$ cat src/rtl/stt_pkg.sv
`timescale 1ns / 1ps

package stt_pkg;

  // Set-2 scan codes with a fixed meaning.
  localparam logic [7:0] KeyBreak  = 8'hF0;
  localparam logic [7:0] KeyEsc    = 8'h76;
  localparam logic [7:0] KeyLShift = 8'h12;
  localparam logic [7:0] KeyRShift = 8'h59;
  localparam logic [7:0] KeyEnter  = 8'h5A;

  localparam logic [6:0] CharBlank = 7'h20;

  // Commands from the controller to the datapath.
  typedef struct packed {
    logic load_in;
    logic addr_en;
    logic set_break;
    logic clr_break;
    logic set_shift;
    logic clr_shift;
    logic home;
    logic new_line;
    logic advance;
    logic cell_write;
    logic mem_read;
    logic char_capture;
    logic sweep_clr;
    logic sweep_blank;
    logic sweep_step;
    logic out_load;
  } stt_cmd_t;

  // Status from the datapath to the controller.
  typedef struct packed {
    logic action;
    logic read_ok;
    logic is_break;
    logic brk_pend;
    logic is_esc;
    logic is_shift;
    logic is_enter;
    logic key_hit;
    logic last_col;
    logic last_row;
    logic sweep_last;
  } stt_stat_t;

  // One keymap entry: hit flag, position in the keymap, plain and shifted character.
  typedef struct packed {
    logic       hit;
    logic [6:0] idx;
    logic [6:0] lo;
    logic [6:0] hi;
  } stt_key_t;

  function automatic stt_key_t stt_key_lookup(input logic [7:0] code);
    stt_key_t k;
    k = '0;
    k.hit = 1'b1;
    case (code)
      8'h16: begin k.idx = 7'd0;  k.lo = 7'h31; k.hi = 7'h21; end
      8'h1e: begin k.idx = 7'd1;  k.lo = 7'h32; k.hi = 7'h22; end
      8'h26: begin k.idx = 7'd2;  k.lo = 7'h33; k.hi = 7'h23; end
      8'h25: begin k.idx = 7'd3;  k.lo = 7'h34; k.hi = 7'h24; end
      8'h2e: begin k.idx = 7'd4;  k.lo = 7'h35; k.hi = 7'h25; end
      8'h36: begin k.idx = 7'd5;  k.lo = 7'h36; k.hi = 7'h26; end
      8'h3d: begin k.idx = 7'd6;  k.lo = 7'h37; k.hi = 7'h27; end
      8'h3e: begin k.idx = 7'd7;  k.lo = 7'h38; k.hi = 7'h28; end
      8'h46: begin k.idx = 7'd8;  k.lo = 7'h39; k.hi = 7'h29; end
      8'h45: begin k.idx = 7'd9;  k.lo = 7'h30; k.hi = 7'h20; end
      8'h4e: begin k.idx = 7'd10; k.lo = 7'h2d; k.hi = 7'h3d; end
      8'h55: begin k.idx = 7'd11; k.lo = 7'h5e; k.hi = 7'h7e; end
      8'h6a: begin k.idx = 7'd12; k.lo = 7'h5c; k.hi = 7'h7c; end
      8'h15: begin k.idx = 7'd13; k.lo = 7'h71; k.hi = 7'h51; end
      8'h1d: begin k.idx = 7'd14; k.lo = 7'h77; k.hi = 7'h57; end
      8'h24: begin k.idx = 7'd15; k.lo = 7'h65; k.hi = 7'h45; end
      8'h2d: begin k.idx = 7'd16; k.lo = 7'h72; k.hi = 7'h52; end
      8'h2c: begin k.idx = 7'd17; k.lo = 7'h74; k.hi = 7'h54; end
      8'h35: begin k.idx = 7'd18; k.lo = 7'h79; k.hi = 7'h59; end
      8'h3c: begin k.idx = 7'd19; k.lo = 7'h75; k.hi = 7'h55; end
      8'h43: begin k.idx = 7'd20; k.lo = 7'h69; k.hi = 7'h49; end
      8'h44: begin k.idx = 7'd21; k.lo = 7'h6f; k.hi = 7'h4f; end
      8'h4d: begin k.idx = 7'd22; k.lo = 7'h70; k.hi = 7'h50; end
      8'h54: begin k.idx = 7'd23; k.lo = 7'h40; k.hi = 7'h60; end
      8'h5b: begin k.idx = 7'd24; k.lo = 7'h5b; k.hi = 7'h7b; end
      8'h1c: begin k.idx = 7'd25; k.lo = 7'h61; k.hi = 7'h41; end
      8'h1b: begin k.idx = 7'd26; k.lo = 7'h73; k.hi = 7'h53; end
      8'h23: begin k.idx = 7'd27; k.lo = 7'h64; k.hi = 7'h44; end
      8'h2b: begin k.idx = 7'd28; k.lo = 7'h66; k.hi = 7'h46; end
      8'h34: begin k.idx = 7'd29; k.lo = 7'h67; k.hi = 7'h47; end
      8'h33: begin k.idx = 7'd30; k.lo = 7'h68; k.hi = 7'h48; end
      8'h3b: begin k.idx = 7'd31; k.lo = 7'h6a; k.hi = 7'h4a; end
      8'h42: begin k.idx = 7'd32; k.lo = 7'h6b; k.hi = 7'h4b; end
      8'h4b: begin k.idx = 7'd33; k.lo = 7'h6c; k.hi = 7'h4c; end
      8'h4c: begin k.idx = 7'd34; k.lo = 7'h3b; k.hi = 7'h2b; end
      8'h52: begin k.idx = 7'd35; k.lo = 7'h3a; k.hi = 7'h2a; end
      8'h5d: begin k.idx = 7'd36; k.lo = 7'h5d; k.hi = 7'h7d; end
      8'h1a: begin k.idx = 7'd37; k.lo = 7'h7a; k.hi = 7'h5a; end
      8'h22: begin k.idx = 7'd38; k.lo = 7'h78; k.hi = 7'h58; end
      8'h21: begin k.idx = 7'd39; k.lo = 7'h63; k.hi = 7'h43; end
      8'h2a: begin k.idx = 7'd40; k.lo = 7'h76; k.hi = 7'h56; end
      8'h32: begin k.idx = 7'd41; k.lo = 7'h62; k.hi = 7'h42; end
      8'h31: begin k.idx = 7'd42; k.lo = 7'h6e; k.hi = 7'h4e; end
      8'h3a: begin k.idx = 7'd43; k.lo = 7'h6d; k.hi = 7'h4d; end
      8'h41: begin k.idx = 7'd44; k.lo = 7'h2c; k.hi = 7'h3c; end
      8'h49: begin k.idx = 7'd45; k.lo = 7'h2e; k.hi = 7'h3e; end
      8'h4a: begin k.idx = 7'd46; k.lo = 7'h2f; k.hi = 7'h3f; end
      8'h51: begin k.idx = 7'd47; k.lo = 7'h5c; k.hi = 7'h5f; end
      8'h29: begin k.idx = 7'd48; k.lo = 7'h20; k.hi = 7'h20; end
      default: k.hit = 1'b0;
    endcase
    return k;
  endfunction

endpackage

$ cat src/rtl/stt_ctrl.sv
`timescale 1ns / 1ps

module stt_ctrl (
  input  logic               clk_i,
  input  logic               rst_ni,
  input  logic               in_valid_i,
  output logic               in_ready_o,
  output logic               out_valid_o,
  input  logic               out_ready_i,
  input  stt_pkg::stt_stat_t stat_i,
  output stt_pkg::stt_cmd_t  cmd_o
);
  import stt_pkg::*;

  typedef enum logic [3:0] {
    StInit,
    StInitDrain,
    StIdle,
    StDecode,
    StRead,
    StCapture,
    StWrite,
    StSweep,
    StDrain,
    StDone
  } state_e;

  state_e state_q, state_d;
  logic   in_ready_q;
  logic   out_valid_q;

  always_comb begin
    state_d = state_q;
    cmd_o   = '0;
    case (state_q)
      StInit: begin
        cmd_o.sweep_step = 1'b1;
        if (stat_i.sweep_last) begin
          state_d = StInitDrain;
        end
      end
      StInitDrain: state_d = StIdle;
      StIdle: begin
        if (in_valid_i && in_ready_q) begin
          cmd_o.load_in = 1'b1;
          state_d       = StDecode;
        end
      end
      StDecode: begin
        cmd_o.addr_en = 1'b1;
        state_d       = StDone;
        if (stat_i.action) begin
          if (stat_i.read_ok) begin
            state_d = StRead;
          end
        end else if (stat_i.is_break) begin
          cmd_o.set_break = 1'b1;
        end else if (stat_i.brk_pend) begin
          cmd_o.clr_break = 1'b1;
          cmd_o.clr_shift = stat_i.is_shift;
        end else if (stat_i.is_esc) begin
          cmd_o.home        = 1'b1;
          cmd_o.sweep_clr   = 1'b1;
          cmd_o.sweep_blank = 1'b1;
          state_d           = StSweep;
        end else if (stat_i.is_shift) begin
          cmd_o.set_shift = 1'b1;
        end else if (stat_i.is_enter) begin
          cmd_o.new_line = 1'b1;
          if (stat_i.last_row) begin
            cmd_o.sweep_clr = 1'b1;
            state_d         = StSweep;
          end
        end else if (stat_i.key_hit) begin
          state_d = StWrite;
        end
      end
      StRead: begin
        cmd_o.mem_read = 1'b1;
        state_d        = StCapture;
      end
      StCapture: begin
        cmd_o.char_capture = 1'b1;
        state_d            = StDone;
      end
      StWrite: begin
        cmd_o.cell_write = 1'b1;
        state_d          = StDone;
        if (stat_i.last_col) begin
          cmd_o.new_line = 1'b1;
          if (stat_i.last_row) begin
            cmd_o.sweep_clr = 1'b1;
            state_d         = StSweep;
          end
        end else begin
          cmd_o.advance = 1'b1;
        end
      end
      StSweep: begin
        cmd_o.sweep_step = 1'b1;
        if (stat_i.sweep_last) begin
          state_d = StDrain;
        end
      end
      StDrain: state_d = StDone;
      StDone: begin
        if (!out_valid_q || out_ready_i) begin
          cmd_o.out_load = 1'b1;
          state_d        = StIdle;
        end
      end
      default: state_d = StInit;
    endcase
  end

  always_ff @(posedge clk_i or negedge rst_ni) begin
    if (!rst_ni) begin
      state_q     <= StInit;
      in_ready_q  <= 1'b0;
      out_valid_q <= 1'b0;
    end else begin
      state_q    <= state_d;
      in_ready_q <= state_d == StIdle;
      if (cmd_o.out_load) begin
        out_valid_q <= 1'b1;
      end else if (out_ready_i) begin
        out_valid_q <= 1'b0;
      end
    end
  end

  assign in_ready_o  = in_ready_q;
  assign out_valid_o = out_valid_q;

endmodule

$ cat config.mk
export PLATFORM = sky130hd
export DESIGN_NAME = stt_ctrl
export DESIGN_NICKNAME = d
export VERILOG_FILES = /design/src/rtl/stt_pkg.sv /design/src/rtl/stt_ctrl.sv
export SDC_FILE = /design/constraint.sdc
export NUM_CORES = 1
export LEC_CHECK = 0
export CAP_MARGIN = 20
export CORE_UTILIZATION = 50
export DETAILED_ROUTE_END_ITERATION = 6
export DONT_BUFFER_PORTS = 1
export PLACE_DENSITY = 0.69
export SLEW_MARGIN = 5
export SYNTH_ARGS = -nofsm -noshare
export SYNTH_HDL_FRONTEND = slang
export SYNTH_SLANG_ARGS = --single-unit
$ cat constraint.sdc
create_clock -name clk_i -period 2.4 [get_ports clk_i]
set_clock_uncertainty 0.15 [all_clocks]
set_input_delay 0.12 -clock clk_i [delete_from_list [all_inputs] [get_ports clk_i]]
set_output_delay 0.12 -clock clk_i [all_outputs]
set_load 0.01 [all_outputs]
; ---- Word level (Yosys, flattened, before mapping)
; Cells that the tools add are included.
[word_totals]
register_bits = 6
input_bits = 15
output_inout_bits = 18
wordCells = 72
[classes]
eq_ne = 10
mux = 52
n_reduce_logical = 7
[ops]
columns = cell, n
row1 = $mux 4, 14
row2 = $pmux 4 s9, 1
row3 = $mux 1, 27
row4 = $eq 4x3->1 const B, 4
row5 = $eq 4x2->1 const B, 3
row6 = $mux 6, 2
row7 = $mux 2, 5
row8 = $eq 4x4->1 const B, 2
row9 = $mux 5, 1
row10 = $eq 4x1->1 const B, 1
row11 = $logic_not 4->1, 1
row12 = $pmux 1 s2, 2
row13 = $reduce_or 2->1, 2
row14 = $reduce_bool 2->1, 1
row15 = $logic_and 1x1->1, 1
row16 = $logic_not 1->1, 1
row17 = $logic_or 1x1->1, 1

; ---- Depth between registers and ports, before layout
[logic_depth]
depth_word = 9
depth_mapped = 5
ltp_nobuf = 4

; ---- Worst setup path before layout
; OpenSTA, ideal clock, no wires.
[synth_path]
path_kind = register to output
start = register state_q[2]
end = output port cmd_o[8] in the netlist's numbering
t_arrival_ns = 1.303
t_required_ns = 2.130
slack_ns = 0.827
path_stages_with_launch = 5
path_buffers = 0
cell_sequence = dfrtp_1 nand4bb_4 nor2b_1 inv_1 o41ai_1
[synth_rtl]
columns = element, line_no
row1 = start: declaration, stt_ctrl.sv:28  ; state_e state_q, state_d;
row2 = start signal: assignment, stt_ctrl.sv:118  ; state_q <= StInit;
row3 = start signal: assignment, stt_ctrl.sv:122  ; state_q <= state_d;
row4 = end: declaration, stt_ctrl.sv:11  ; output stt_pkg::stt_cmd_t cmd_o

; ---- Worst setup path in the final report
[layout_path]
start = input port stat_i[10] in the netlist's numbering
end = register state_q[3]
[layout_via]
elab_chain_len = 2
[layout_lines]
columns = element, line_no
row1 = start: declaration, stt_ctrl.sv:10  ; input stt_pkg::stt_stat_t stat_i,
row2 = $mux 4, stt_ctrl.sv:52  ; if (stat_i.action) begin
row3 = $pmux 4 s9, stt_ctrl.sv:35  ; case (state_q)
row4 = named net state_d[3], stt_ctrl.sv:28
; The timed path passes the listed nets, and every way through them passes these cells.
; A chain may end at the register's enable or synchronous reset.

==> results.cfg <==
[global_routing]
grt_pass1_wl_um = 2180
grt_usage_pct = 21.47
grt_max_degree = 19
antenna_found_initial = 0
grt_remaining_overflow = 0
grt_pass1_vias = 533

[sta]
relSlewSlack_pct = 60.98
setup_tns_ns = 0
finalMaxSlewViolations = 0
rsz0062_at_grt = false
hold_violations = 0
min_period_ns = 2.312
whs_ns = 0.02501
max_slew.worst_pin.slew_ns = 0.5771
period_share_pct = 96.31
setup_viol = 0
clock.fmax_mhz = 432.6

[critical_path]
timing.reg2reg.setup_slack_ns = 0.46
r2r_start = state_q[0]$_DFF_PN0_
r2r_cells = 5
r2r_end = state_q[3]$_DFF_PN0_
crit_fanout = 4
worstSetupPathType = input port to flop
critPathLaunchType = input port
crit_arrival_ns = 2.28
endpoint_kind = flop
required_ns = 2.37

[power_and_ir_drop]
pwr-share-clk_pct = 14.4
p_sw_w = 0.0003283
switching_share_pct = 47.65
leakage_nw = 0.2985
sequentialPowerShare_pct = 33.9
combPwrFrac_pct = 51.7
p_int_w = 0.0003607
p_per_area_nw_per_um2 = 910.1
ir_drop_uv = 620.2

[yosys]
synth.net_count = 100
synth_top_family_by_area = simple AND/OR/NAND/NOR gates
yosysSeqAreaShare_pct = 22.26
synthAdderAreaFrac_pct = 0
synthMuxAreaShare_pct = 3.711
async_reset_ff_share_pct = 100.0
synth_flop_cell = dfrtp_1
synthSimpleGateAreaFrac_pct = 42.67
synth_edf_count = 0
postSynthAreaPerCell_um2 = 7.934
synth_compound_area_share_pct = 23.38
synth-seq-cells = 6
synth_xor_area_share_pct = 0
ys_types = 39
netlist_instances = 85
ys_warn_count = 0
netlist_area_um2 = 674.4

[min_path]
hp-class = input port to asynchronous set/reset pin

[clock_tree]
clk_pin_slew_ns = 0.05
cts_made_buffers = 3
cts_setup_buffers = 0
cts_buffer_depth = 2
cts_hold_buf = 7
cts_tree = yes
insertion_delay_ns = 0.26
root_buffer = clkbuf_4
clock_sinks = 6
htreeDepth = 1
ctsResizeCount = 0

[run_status]
outcome = completed

[placement]
gp_congestion = 0.8372
dpl_cell_area_um2 = 664.4
port-buffer-count = 0
hpwl_um = 1128

[final_layout]
layout-drive-gt1-share_pct = 14.61
fin_nets = 106
n_antenna_cell = 0
design_area_um2 = 757.0
areaGrowthSynthToFinish_pct = 12.24
multi_input_area_um2 = 470.5
seqCellArea_um2 = 150.1
fillers = 113

[detailed_routing]
drc = 0
first_pass_iters = 4
final_antenna_net_count = 0
drt_wl_total_um = 1559
drtIter0Drc = 11
vias_per_cell = 6.301
vias = 649
routedWlPerCell_um = 15.14

[floorplanning]
die_area_um2 = 1500
start_util_pct = 56.86
fp.dieH_um = 38.73
io-pin-count = 33
rows = 12
die_width_um = 38.73
core_um2 = 1186

[job]
drv_cap = 0
## layout make-up
cell class                 count  area share, %
timing repair buffer           8          10.25
clock buffer                   3          2.975
multi-input combinational     67          62.15
inverter                       5          2.479
tap                           14          2.314
sequential                     6          19.83
## critical path: stages
cell           delay [ns]
dlygate4sd3_1        0.59
nor3_4               0.16
dlygate4sd3_1        0.62
o211ai_4             0.09
nand3_1              0.08
dlygate4sd3_1        0.55
nand3_1              0.07
## registers in the layout, summed over array words and instances (netlist names)
signal	flops
in_ready_o	1
state_q	4
out_valid_o	1
## synthesized netlist by cell type (2+ instances only)
| cell type | n | area share (%) |
|---|---|---|
| a21oi_1 | 7 | 5.2 |
| and2_1 | 2 | 1.9 |
| inv_1 | 4 | 2.2 |
| buf_1 | 2 | 1.1 |
| a31oi_1 | 2 | 1.9 |
| nor2_1 | 6 | 3.3 |
| a21boi_0 | 2 | 2.2 |
| buf_2 | 3 | 2.2 |
| nand2_1 | 7 | 3.9 |
| dfrtp_1 | 6 | 22 |
| nand3_1 | 6 | 4.5 |
| o211ai_1 | 2 | 2.2 |
| nor3_1 | 2 | 1.5 |
| nor2b_1 | 3 | 2.8 |
| nor4b_1 | 2 | 2.6 |
| nand2b_1 | 6 | 5.6 |
## worst max-delay path by stage
stage | depth (start not counted) | from | to
after detailed placement | 4 | state_q[0]$_DFF_PN0_ | cmd_o[8]
after global placement | 4 | state_q[0]$_DFF_PN0_ | cmd_o[8]
after global routing | 7 | stat_i[10] | state_q[3]$_DFF_PN0_
final | 7 | stat_i[10] | state_q[3]$_DFF_PN0_
after CTS | 7 | stat_i[10] | state_q[3]$_DFF_PN0_
after floorplan | 4 | state_q[2]$_DFF_PN0_ | cmd_o[8]
## power by group through the flow
stage	Clock [W]	Sequential, W	Combinational [W]
2_1_floorplan	0	0.000162	0.000362
3_3_place_gp	0	0.000229	0.000338
3_5_place_dp	0	0.000232	0.000337
4_1_cts	0.000103	0.000229	0.000355
5_1_grt	0.000106	0.000239	0.000397
6_report	0.0000993	0.000233	0.000356
## cell families (layout without fill, tap and decap cells)
group / count (synthesis) / count (layout)
buf+inv: 12 / 16
compound gates: 21 / 21
simple gates: 44 / 44
flops: 6 / 6
mux: 2 / 2
## metal layers
metal  wire, µm  track usage (%)
met5          0                0
met4         33            7.759
met2        673            31.25
met1        726            28.21
met3        126            8.671
## cell usage in the layout (no fill, tap or decap), types with 2 or more instances in the layout
master         netlist  routed
a21oi_1              7       7
clkbuf_4             0       3
dlygate4sd3_1        0       7
nand2_1              7       7
nand2b_1             6       6
nor2b_1              3       3
nand3_1              6       6
a31oi_1              2       2
nor2_1               6       6
nor4b_1              2       2
nor3_1               2       2
o211ai_1             2       2
and2_1               2       2
a21boi_0             2       2
dfrtp_1              6       6
inv_1                4       4
## through the flow
step	power (W)	worst slack, ns	util [%]	cells
floorplan	0.0005232	0.8268	-	85
global placement	0.0005669	0.5140	56.01	93
detailed placement	0.0005691	0.4829	56.01	93
CTS	0.0006879	0.08530	63.82	103
global route	0.0007421	0.02150	63.82	103
finish	0.0006889	0.08847	63.82	103
(Power assumes the default switching activity.)
